[src/kflt_pkg.sv]
// shared types and constants for the keyframe interpolation table
// used by the controller, the datapath and the top level
`default_nettype none
package kflt_pkg;

  localparam int NUM_TRACKS = 3;
  localparam int DATA_W     = 32;
  localparam int FRAC_W     = 16;
  localparam int STEP_W     = $clog2(FRAC_W);
  localparam int MIN_PAIR   = 2;

  // request codes
  localparam logic [1:0] REQ_INSERT = 2'd0;
  localparam logic [1:0] REQ_DELETE = 2'd1;
  localparam logic [1:0] REQ_EVAL   = 2'd2;

  // result status codes
  localparam logic [1:0] ST_OK     = 2'd0;
  localparam logic [1:0] ST_LOCKED = 2'd1;
  localparam logic [1:0] ST_NEG    = 2'd2;
  localparam logic [1:0] ST_FULL   = 2'd3;

  // register word index
  localparam logic REG_LOCK = 1'b0;

  // one stored key: time and vector
  typedef struct packed {
    logic signed [DATA_W-1:0] t;
    logic signed [DATA_W-1:0] x;
    logic signed [DATA_W-1:0] y;
    logic signed [DATA_W-1:0] z;
  } entry_t;

  localparam int ENTRY_W = $bits(entry_t);

  // controller to datapath
  typedef struct packed {
    logic       latch;
    logic       rd_en;
    logic [1:0] rd_trk;
    logic       wr_en;
    logic       wr_new;
    logic       cnt_inc;
    logic       cnt_dec;
    logic       end_req;
    logic       end_rd;
    logic       save_prev;
    logic       div_start;
    logic       div_step;
    logic       mul_en;
    logic [1:0] mul_sel;
    logic       acc_en;
    logic [1:0] acc_sel;
    logic       set_upd;
    logic       set_st;
    logic [1:0] st;
    logic       out_load;
  } ctl_t;

  // datapath to controller
  typedef struct packed {
    logic [1:0] req;
    logic [1:0] ch;
    logic       t_neg;
    logic       locked;
    logic       rd_lt;
    logic       rd_eq;
    logic       in_range;
    logic       out_free;
  } sts_t;

endpackage
`default_nettype wire

[src/kflt_ctrl.sv]
// sequencer for insert, delete and evaluate requests
// depends on kflt_pkg; drives the datapath through ctl_t commands
`default_nettype none
module kflt_ctrl #(
  parameter int MAX_KEYS = 16
) (
  input  wire logic                             clk,
  input  wire logic                             rst,
  input  wire logic                             in_valid,
  output logic                                  in_stall,
  input  wire kflt_pkg::sts_t                   sts,
  input  wire logic [$clog2(MAX_KEYS+1)-1:0]    cnt [kflt_pkg::NUM_TRACKS],
  output kflt_pkg::ctl_t                        cmd,
  output logic      [$clog2(MAX_KEYS+1)-1:0]    rd_idx,
  output logic      [$clog2(MAX_KEYS+1)-1:0]    wr_idx
);
  import kflt_pkg::*;

  localparam int IW = $clog2(MAX_KEYS+1);

  typedef enum logic [4:0] {
    S_IDLE, S_DECODE, S_INS_SCAN, S_INS_DEC, S_SH_CHK, S_SH_W,
    S_DEL_SCAN, S_DEL_CHK, S_DEL_W, S_RAISE, S_RAISE_CMP,
    S_EV_FIRST, S_EV_SCAN, S_DIV, S_MUL_X, S_MUL_Y, S_MUL_Z, S_ACC_Z, S_FIN
  } state_t;

  state_t            state, state_next;
  logic [IW-1:0]     idx, idx_next;
  logic [IW-1:0]     j, j_next;
  logic              found, found_next;
  logic [1:0]        trk, trk_next;
  logic [STEP_W-1:0] step, step_next;
  logic [IW-1:0]     cnt_ch, cnt_trk;
  logic              ch_ok;

  always_comb begin
    cnt_ch  = '0;
    cnt_trk = '0;
    for (int k = 0; k < NUM_TRACKS; k++) begin
      if (sts.ch == 2'(k)) begin
        cnt_ch = cnt[k];
      end
      if (trk == 2'(k)) begin
        cnt_trk = cnt[k];
      end
    end
  end

  assign ch_ok    = (sts.ch < 2'(NUM_TRACKS));
  assign in_stall = (state != S_IDLE);

  always_comb begin
    state_next = state;
    idx_next   = idx;
    j_next     = j;
    found_next = found;
    trk_next   = trk;
    step_next  = step;
    cmd        = '0;
    cmd.rd_trk = sts.ch;
    rd_idx     = '0;
    wr_idx     = idx;
    case (state)
      S_IDLE: begin
        if (in_valid) begin
          cmd.latch  = 1'b1;
          state_next = S_DECODE;
        end
      end
      S_DECODE: begin
        idx_next = '0;
        case (sts.req)
          REQ_INSERT: begin
            if (sts.t_neg) begin
              cmd.set_st = 1'b1;
              cmd.st     = ST_NEG;
              state_next = S_FIN;
            end else if (sts.locked) begin
              cmd.set_st = 1'b1;
              cmd.st     = ST_LOCKED;
              state_next = S_FIN;
            end else if (!ch_ok) begin
              state_next = S_FIN;
            end else if (cnt_ch == '0) begin
              found_next = 1'b0;
              state_next = S_INS_DEC;
            end else begin
              cmd.rd_en  = 1'b1;
              state_next = S_INS_SCAN;
            end
          end
          REQ_DELETE: begin
            if (sts.locked) begin
              cmd.set_st = 1'b1;
              cmd.st     = ST_LOCKED;
              state_next = S_FIN;
            end else if (!ch_ok) begin
              state_next = S_FIN;
            end else if (cnt_ch == '0) begin
              trk_next   = '0;
              state_next = S_RAISE;
            end else begin
              cmd.rd_en  = 1'b1;
              state_next = S_DEL_SCAN;
            end
          end
          REQ_EVAL: begin
            if (!ch_ok || cnt_ch < IW'(MIN_PAIR)) begin
              state_next = S_FIN;
            end else begin
              cmd.rd_en  = 1'b1;
              state_next = S_EV_FIRST;
            end
          end
          default: begin
            state_next = S_FIN;
          end
        endcase
      end
      S_INS_SCAN: begin
        if (sts.rd_lt) begin
          idx_next = idx + 1'b1;
          if (idx + 1'b1 < cnt_ch) begin
            cmd.rd_en = 1'b1;
            rd_idx    = idx + 1'b1;
          end else begin
            found_next = 1'b0;
            state_next = S_INS_DEC;
          end
        end else begin
          found_next = sts.rd_eq;
          state_next = S_INS_DEC;
        end
      end
      S_INS_DEC: begin
        if (found) begin
          cmd.wr_en   = 1'b1;
          cmd.wr_new  = 1'b1;
          cmd.end_req = 1'b1;
          state_next  = S_FIN;
        end else if (cnt_ch == IW'(MAX_KEYS)) begin
          cmd.set_st = 1'b1;
          cmd.st     = ST_FULL;
          state_next = S_FIN;
        end else begin
          j_next     = cnt_ch;
          state_next = S_SH_CHK;
        end
      end
      // open a gap at the insert point, top entry first
      S_SH_CHK: begin
        if (j > idx) begin
          cmd.rd_en  = 1'b1;
          rd_idx     = j - 1'b1;
          state_next = S_SH_W;
        end else begin
          cmd.wr_en   = 1'b1;
          cmd.wr_new  = 1'b1;
          cmd.cnt_inc = 1'b1;
          cmd.end_req = 1'b1;
          state_next  = S_FIN;
        end
      end
      S_SH_W: begin
        cmd.wr_en  = 1'b1;
        wr_idx     = j;
        j_next     = j - 1'b1;
        state_next = S_SH_CHK;
      end
      S_DEL_SCAN: begin
        if (sts.rd_eq) begin
          j_next     = idx;
          state_next = S_DEL_CHK;
        end else if (idx + 1'b1 < cnt_ch) begin
          idx_next  = idx + 1'b1;
          cmd.rd_en = 1'b1;
          rd_idx    = idx + 1'b1;
        end else begin
          trk_next   = '0;
          state_next = S_RAISE;
        end
      end
      // close the gap, lowest entry first
      S_DEL_CHK: begin
        if (j + 1'b1 < cnt_ch) begin
          cmd.rd_en  = 1'b1;
          rd_idx     = j + 1'b1;
          state_next = S_DEL_W;
        end else begin
          cmd.cnt_dec = 1'b1;
          trk_next    = '0;
          state_next  = S_RAISE;
        end
      end
      S_DEL_W: begin
        cmd.wr_en  = 1'b1;
        wr_idx     = j;
        j_next     = j + 1'b1;
        state_next = S_DEL_CHK;
      end
      // end time rises to the last key of every track with a pair, never falls
      S_RAISE: begin
        if (cnt_trk >= IW'(MIN_PAIR)) begin
          cmd.rd_en  = 1'b1;
          cmd.rd_trk = trk;
          rd_idx     = cnt_trk - 1'b1;
          state_next = S_RAISE_CMP;
        end else if (trk == 2'(NUM_TRACKS - 1)) begin
          state_next = S_FIN;
        end else begin
          trk_next = trk + 1'b1;
        end
      end
      S_RAISE_CMP: begin
        cmd.end_rd = 1'b1;
        if (trk == 2'(NUM_TRACKS - 1)) begin
          state_next = S_FIN;
        end else begin
          trk_next   = trk + 1'b1;
          state_next = S_RAISE;
        end
      end
      S_EV_FIRST: begin
        cmd.save_prev = 1'b1;
        cmd.rd_en     = 1'b1;
        rd_idx        = IW'(1);
        idx_next      = IW'(1);
        state_next    = S_EV_SCAN;
      end
      S_EV_SCAN: begin
        if (sts.in_range) begin
          cmd.div_start = 1'b1;
          step_next     = '0;
          state_next    = S_DIV;
        end else if (idx + 1'b1 < cnt_ch) begin
          cmd.save_prev = 1'b1;
          cmd.rd_en     = 1'b1;
          rd_idx        = idx + 1'b1;
          idx_next      = idx + 1'b1;
        end else begin
          state_next = S_FIN;
        end
      end
      S_DIV: begin
        cmd.div_step = 1'b1;
        step_next    = step + 1'b1;
        if (step == STEP_W'(FRAC_W - 1)) begin
          state_next = S_MUL_X;
        end
      end
      S_MUL_X: begin
        cmd.mul_en  = 1'b1;
        cmd.mul_sel = 2'd0;
        state_next  = S_MUL_Y;
      end
      S_MUL_Y: begin
        cmd.mul_en  = 1'b1;
        cmd.mul_sel = 2'd1;
        cmd.acc_en  = 1'b1;
        cmd.acc_sel = 2'd0;
        state_next  = S_MUL_Z;
      end
      S_MUL_Z: begin
        cmd.mul_en  = 1'b1;
        cmd.mul_sel = 2'd2;
        cmd.acc_en  = 1'b1;
        cmd.acc_sel = 2'd1;
        state_next  = S_ACC_Z;
      end
      S_ACC_Z: begin
        cmd.acc_en  = 1'b1;
        cmd.acc_sel = 2'd2;
        cmd.set_upd = 1'b1;
        state_next  = S_FIN;
      end
      S_FIN: begin
        if (sts.out_free) begin
          cmd.out_load = 1'b1;
          state_next   = S_IDLE;
        end
      end
      default: begin
        state_next = S_IDLE;
      end
    endcase
  end

  always_ff @(posedge clk) begin
    if (rst) begin
      state <= S_IDLE;
      idx   <= '0;
      j     <= '0;
      found <= 1'b0;
      trk   <= '0;
      step  <= '0;
    end else begin
      state <= state_next;
      idx   <= idx_next;
      j     <= j_next;
      found <= found_next;
      trk   <= trk_next;
      step  <= step_next;
    end
  end

`ifndef NO_ASSERTIONS
  a_load_free: assert property (@(posedge clk) disable iff (rst)
    cmd.out_load |-> sts.out_free)
    else $error("result loaded over an unread item");
  a_wr_bound: assert property (@(posedge clk) disable iff (rst)
    cmd.wr_en |-> (wr_idx < IW'(MAX_KEYS)))
    else $error("key write beyond track");
`endif

endmodule
`default_nettype wire

[config.mk]
export PLATFORM = sky130hd
export DESIGN_NAME = kflt_ctrl
export DESIGN_NICKNAME = d
export VERILOG_FILES = /design/src/kflt_pkg.sv /design/src/kflt_ctrl.sv
export SDC_FILE = /design/constraint.sdc
export NUM_CORES = 1
export LEC_CHECK = 0
export ABC_AREA = 1
export CAP_MARGIN = 20
export CORE_MARGIN = 5
export CORE_UTILIZATION = 50
export CTS_BUF_LIST = sky130_fd_sc_hd__clkbuf_16
export CTS_CLUSTER_DIAMETER = 30
export DETAILED_ROUTE_END_ITERATION = 8
export DONT_BUFFER_PORTS = 1
export GPL_TIMING_DRIVEN = 0
export PLACE_DENSITY_LB_ADDON = 0.08
export SLEW_MARGIN = 15
export SYNTH_ARGS = -nofsm -noshare
export SYNTH_HDL_FRONTEND = slang
export SYNTH_SLANG_ARGS = --single-unit
[constraint.sdc]
create_clock -name clk -period 5.95 [get_ports clk]
set_input_delay 0.8925 -clock clk [delete_from_list [all_inputs] [get_ports clk]]
set_output_delay 0.8925 -clock clk [all_outputs]
set_load 0.02 [all_outputs]
==> run_summary.xml <==
<?xml version="1.0" encoding="UTF-8"?>
<metrics>
  <group name="cells_and_area">
    <metric name="layout-drive-gt1-share" unit="%">16.4</metric>
    <metric name="n_antenna_cell" unit="">0</metric>
    <metric name="finish.net_count" unit="">566</metric>
    <metric name="filler_cell_count" unit="">632</metric>
    <metric name="synthToLayoutAreaGrowth" unit="%">6.37</metric>
  </group>
  <group name="clock_network">
    <metric name="cts.sinks" unit="">22</metric>
    <metric name="numCtsBuffers" unit="">3</metric>
    <metric name="clk-insertion-delay-late" unit="ns">0.26</metric>
    <metric name="post_cts_hold_buffer_count" unit="">0</metric>
    <metric name="clk_pin_slew_worst_paths" unit="ns">0.06</metric>
    <metric name="cts_max_path_bufs" unit="">2</metric>
    <metric name="cts.repair_timing.setup_buffer_count" unit="">0</metric>
    <metric name="cts_root_buffer" unit="">sky130_fd_sc_hd__clkbuf_16</metric>
    <metric name="tritoncts" unit="">done</metric>
    <metric name="h-tree-depth" unit="">1</metric>
    <metric name="post_cts_resize_count" unit="">0</metric>
  </group>
  <group name="hold_path">
    <metric name="holdCritPathClass" unit="">reg -&gt; reg</metric>
    <metric name="source_of_the_worst_hold_timing_path" unit="">step[1]</metric>
    <metric name="worstHoldEndpoint" unit="">step[1]</metric>
    <metric name="worst_hold_path_cell_count" unit="">2</metric>
  </group>
  <group name="pwr">
    <metric name="power.leakage" unit="nW">1.63</metric>
    <metric name="power.share.sequential" unit="%">16.1</metric>
    <metric name="p_int" unit="mW">0.688</metric>
    <metric name="power_density_normalized_to_cell_area" unit="mW/mm^2">485</metric>
    <metric name="swShare" unit="%">57.3</metric>
    <metric name="combinationalPowerShare" unit="%">71.7</metric>
    <metric name="power_frac_clock" unit="%">12.1</metric>
    <metric name="power_switching" unit="mW">0.922</metric>
    <metric name="power.ir.vdd_worst" unit="uV">246</metric>
    <metric name="power" unit="mW">1.61</metric>
  </group>
  <group name="yosys">
    <metric name="ys_flop_type" unit="">sky130_fd_sc_hd__dfxtp_1</metric>
    <metric name="syn_avg_cell_area" unit="sq um">6.06</metric>
    <metric name="syn_area" unit="sq mm">0.00312</metric>
    <metric name="synthSimpleGateAreaFrac" unit="%">49.8</metric>
    <metric name="post_synth_edffs" unit="">0</metric>
    <metric name="ys_seq_elements" unit="">22</metric>
    <metric name="synthesis.instances" unit="">515</metric>
    <metric name="yosysWarningCount" unit="">0</metric>
    <metric name="synth_adder_area_share" unit="%">7.21</metric>
    <metric name="synth_seq_area_share" unit="%">14.1</metric>
    <metric name="synth_nets" unit="">561</metric>
    <metric name="synthDistinctLibCells" unit="">47</metric>
    <metric name="muxShareOfSynthArea" unit="%">0</metric>
    <metric name="async_flop_share" unit="%">0</metric>
    <metric name="synth_xor_area_share" unit="%">2.52</metric>
    <metric name="synth_top_family_by_area" unit="">simple AND/OR/NAND/NOR gates</metric>
    <metric name="synth-compound-area-share" unit="%">15.2</metric>
  </group>
  <group name="placement">
    <metric name="gp_congestion" unit="">0.907</metric>
    <metric name="numPortBuffers" unit="">0</metric>
    <metric name="pre_cts_slack" unit="ns">1.95</metric>
    <metric name="hpwlAfterDp" unit="mm">7.95</metric>
  </group>
  <group name="worst_setup_path">
    <metric name="critical-path-slowest-cell" unit="">sky130_fd_sc_hd__ha_1</metric>
    <metric name="reg2reg_from" unit="">j[0]</metric>
    <metric name="critPathArrivalTime" unit="ns">3.15</metric>
    <metric name="reg2reg_setup_slack" unit="ns">3.29</metric>
    <metric name="critical_path_class" unit="">in -&gt; out</metric>
    <metric name="worst_setup_path_end_kind" unit="">primary output</metric>
    <metric name="cp_data_required_time" unit="ns">5.06</metric>
    <metric name="worstPathCellList" unit="">buf_6 -&gt; nor2_8 -&gt; nand2_1 -&gt; nand3_1 -&gt; inv_1 -&gt; ha_1 -&gt; nand3_1 -&gt; nor2_1 -&gt; nand2_1 -&gt; nand2_2 -&gt; inv_1 -&gt; nand2_1 -&gt; nand2_1 -&gt; nor2_1 -&gt; nand3_1</metric>
    <metric name="worst_r2r_endpoint" unit="">state[0]</metric>
    <metric name="slowest_delay" unit="ns">0.31</metric>
    <metric name="setup.worst_path.start_class" unit="">primary input</metric>
    <metric name="timing.critical_path.mode_cell" unit="">sky130_fd_sc_hd__nand2_1</metric>
    <metric name="r2r_cells" unit="">13</metric>
    <metric name="crit_path_max_fanout" unit="">9</metric>
  </group>
  <group name="global_route">
    <metric name="number_of_global_route_vias_before_repair" unit="">3289</metric>
    <metric name="grt_overflow" unit="">0</metric>
    <metric name="grt_use_total" unit="%">25.9</metric>
    <metric name="grt_pass1_wl" unit="mm">16.1</metric>
    <metric name="grt_start_max_net_pins" unit="">14</metric>
    <metric name="antenna_found_initial" unit="">0</metric>
  </group>
  <group name="floorplanning">
    <metric name="floorplan.core_area" unit="sq mm">0.00599</metric>
    <metric name="die-height" unit="um">89.0</metric>
    <metric name="initial_core_util" unit="%">52.1</metric>
    <metric name="dieArea" unit="sq mm">0.00793</metric>
    <metric name="floorplan.die.width" unit="um">89.0</metric>
    <metric name="boundaryPins" unit="">63</metric>
    <metric name="floorplan.rows" unit="">28</metric>
  </group>
  <group name="detailed_routing">
    <metric name="post_drt_via_cell_ratio" unit="">5.87</metric>
    <metric name="number_of_detailed_route_iterations_in_the_first_pass" unit="">5</metric>
    <metric name="postRouteAntennaNets" unit="">0</metric>
    <metric name="drt_wl_total" unit="mm">9.78</metric>
    <metric name="drt-wirelength-per-cell" unit="um">16.5</metric>
    <metric name="post-route-drc-count" unit="">0</metric>
    <metric name="vias" unit="">3484</metric>
    <metric name="drtIter0Drc" unit="">234</metric>
  </group>
  <group name="sta">
    <metric name="timing.slew.headroom" unit="%">27.0</metric>
    <metric name="timing.final.setup_violations" unit="">0</metric>
    <metric name="timing.final.hold_violations" unit="">0</metric>
    <metric name="achievable-frequency" unit="GHz">0.247</metric>
    <metric name="minimum_hold_slack" unit="ns">0.490</metric>
    <metric name="fin_tns_setup" unit="ns">0</metric>
    <metric name="layout_setup_ws" unit="ns">1.91</metric>
    <metric name="rsz_0062_raised_after_global_routing" unit="">false</metric>
    <metric name="tightestPinTransition" unit="ns">1.08</metric>
    <metric name="finalMaxSlewViolations" unit="">0</metric>
    <metric name="final.period_utilization" unit="%">67.9</metric>
    <metric name="clock_skew" unit="ns">0.00432</metric>
    <metric name="timing.final.crit_period" unit="ns">4.04</metric>
  </group>
  <group name="status">
    <metric name="outcome" unit="">finished, final reports clean</metric>
  </group>
  <group name="run">
    <metric name="drv_cap" unit="">0</metric>
  </group>
</metrics>
## logic make-up after synthesis
logic type                 count (synthesis)
and+or+nand+nor                          308
buffers and inverters                     83
AOI/OAI and AO/OA                         75
DFF                                       22
adders and majority gates                 18
xor gates and xnor gates                   9
## final cells by class
cell class              instances  area, sq um  share of cell area, %
clock buffers                   3         75.1                   2.26
clock inverters                 1         30.0                  0.904
multi-input cells             410         2330                   70.2
inverters                      75          289                   8.70
flip-flops and latches         22          440                   13.3
well taps                      75         93.8                   2.82
plain buffers                   8         61.3                   1.85
## stage by stage
step | cells | area (sq um) | util, %
finish | 594 | 3320 | 55.5
global route | 594 | 3320 | 55.5
CTS | 594 | 3320 | 55.5
detailed placement | 590 | 3220 | 53.7
global placement | 590 | 3220 | 53.7
floorplan | 515 | 3120 | -
## state kept, by name, summed over array words and instances, names as in the netlist
signal  count
found       1
idx         5
j           5
state       5
step        4
trk         2
## power groups by stage
stage          clock [mW]  combinational (mW)  sequential, mW
5_1_grt             0.207                1.30           0.265
6_report            0.196                1.16           0.259
3_5_place_dp            0                1.14           0.260
3_3_place_gp            0                1.12           0.259
2_1_floorplan           0               0.924           0.243
4_1_cts             0.201                1.15           0.256
## Yosys cell counts, types with 3 or more instances
library cell                count  area share (%)
sky130_fd_sc_hd__nand2_4        3             1.1
sky130_fd_sc_hd__o21ai_0       19             3.0
sky130_fd_sc_hd__nor3_1         5            0.80
sky130_fd_sc_hd__inv_4          3            0.60
sky130_fd_sc_hd__nor2_2        10             2.0
sky130_fd_sc_hd__buf_4          4            0.96
sky130_fd_sc_hd__nand3_4        4             2.2
sky130_fd_sc_hd__nand3_2        9             2.9
sky130_fd_sc_hd__ha_1          18             7.2
sky130_fd_sc_hd__o21ai_1        6            0.96
sky130_fd_sc_hd__xor2_1         6             1.7
sky130_fd_sc_hd__a21oi_1       22             3.5
sky130_fd_sc_hd__dfxtp_1       22              14
sky130_fd_sc_hd__nor2_4         6             2.2
sky130_fd_sc_hd__o21ai_2        5             1.4
sky130_fd_sc_hd__inv_2         15             1.8
sky130_fd_sc_hd__nand2_2        9             1.8
sky130_fd_sc_hd__o22ai_1        4            0.80
sky130_fd_sc_hd__xnor2_1        3            0.84
sky130_fd_sc_hd__o2111ai_1      3            0.84
sky130_fd_sc_hd__inv_1         57             6.9
sky130_fd_sc_hd__nand4_1       18             3.6
sky130_fd_sc_hd__nand3_1       44             7.1
sky130_fd_sc_hd__o211ai_1       4            0.96
sky130_fd_sc_hd__nand2_1      126              15
sky130_fd_sc_hd__nor2_1        62             7.5
## worst max-delay path: cells and delay by family
| family | cells | cell delay (ns) |
|---|---|---|
| simple gates | 11 | 1.64 |
| buf+inv | 3 | 0.29 |
| fa+ha+maj | 1 | 0.31 |
## worst max path at each step
stage / startpoint / cells past startpoint / endpoint / slack [ns]
final: sts[7] / 15 / cmd[22] / 1.91
after global routing: idx[0] / 14 / cmd[22] / 1.67
after CTS: sts[7] / 15 / cmd[22] / 1.94
after detailed placement: sts[7] / 15 / cmd[22] / 1.95
after global placement: sts[7] / 15 / cmd[22] / 1.94
after floorplan: sts[7] / 15 / cmd[22] / 2.43
## metal layers
layer  track usage (%)  up-vias  part of all wire (%)
li1                  -     1710                     -
met1              34.8     1602                    42
met4              5.14        0                   1.2
met2              43.1      157                    47
met5                 0        -                     0
met3              5.16       15                    10
## cells in the final DEF, fill, tap and decap left out, drive strengths merged, types with 5 or more instances in the layout
| cell | count |
|---|---|
| o21ai | 30 |
| ha | 18 |
| dfxtp | 22 |
| nor2 | 79 |
| xor2 | 6 |
| o211ai | 5 |
| nor3 | 8 |
| inv | 75 |
| a21oi | 24 |
| nand2 | 138 |
| buf | 7 |
| nand3 | 57 |
| nand4 | 18 |
No activity file was read; power rests on OpenSTA's default activity.
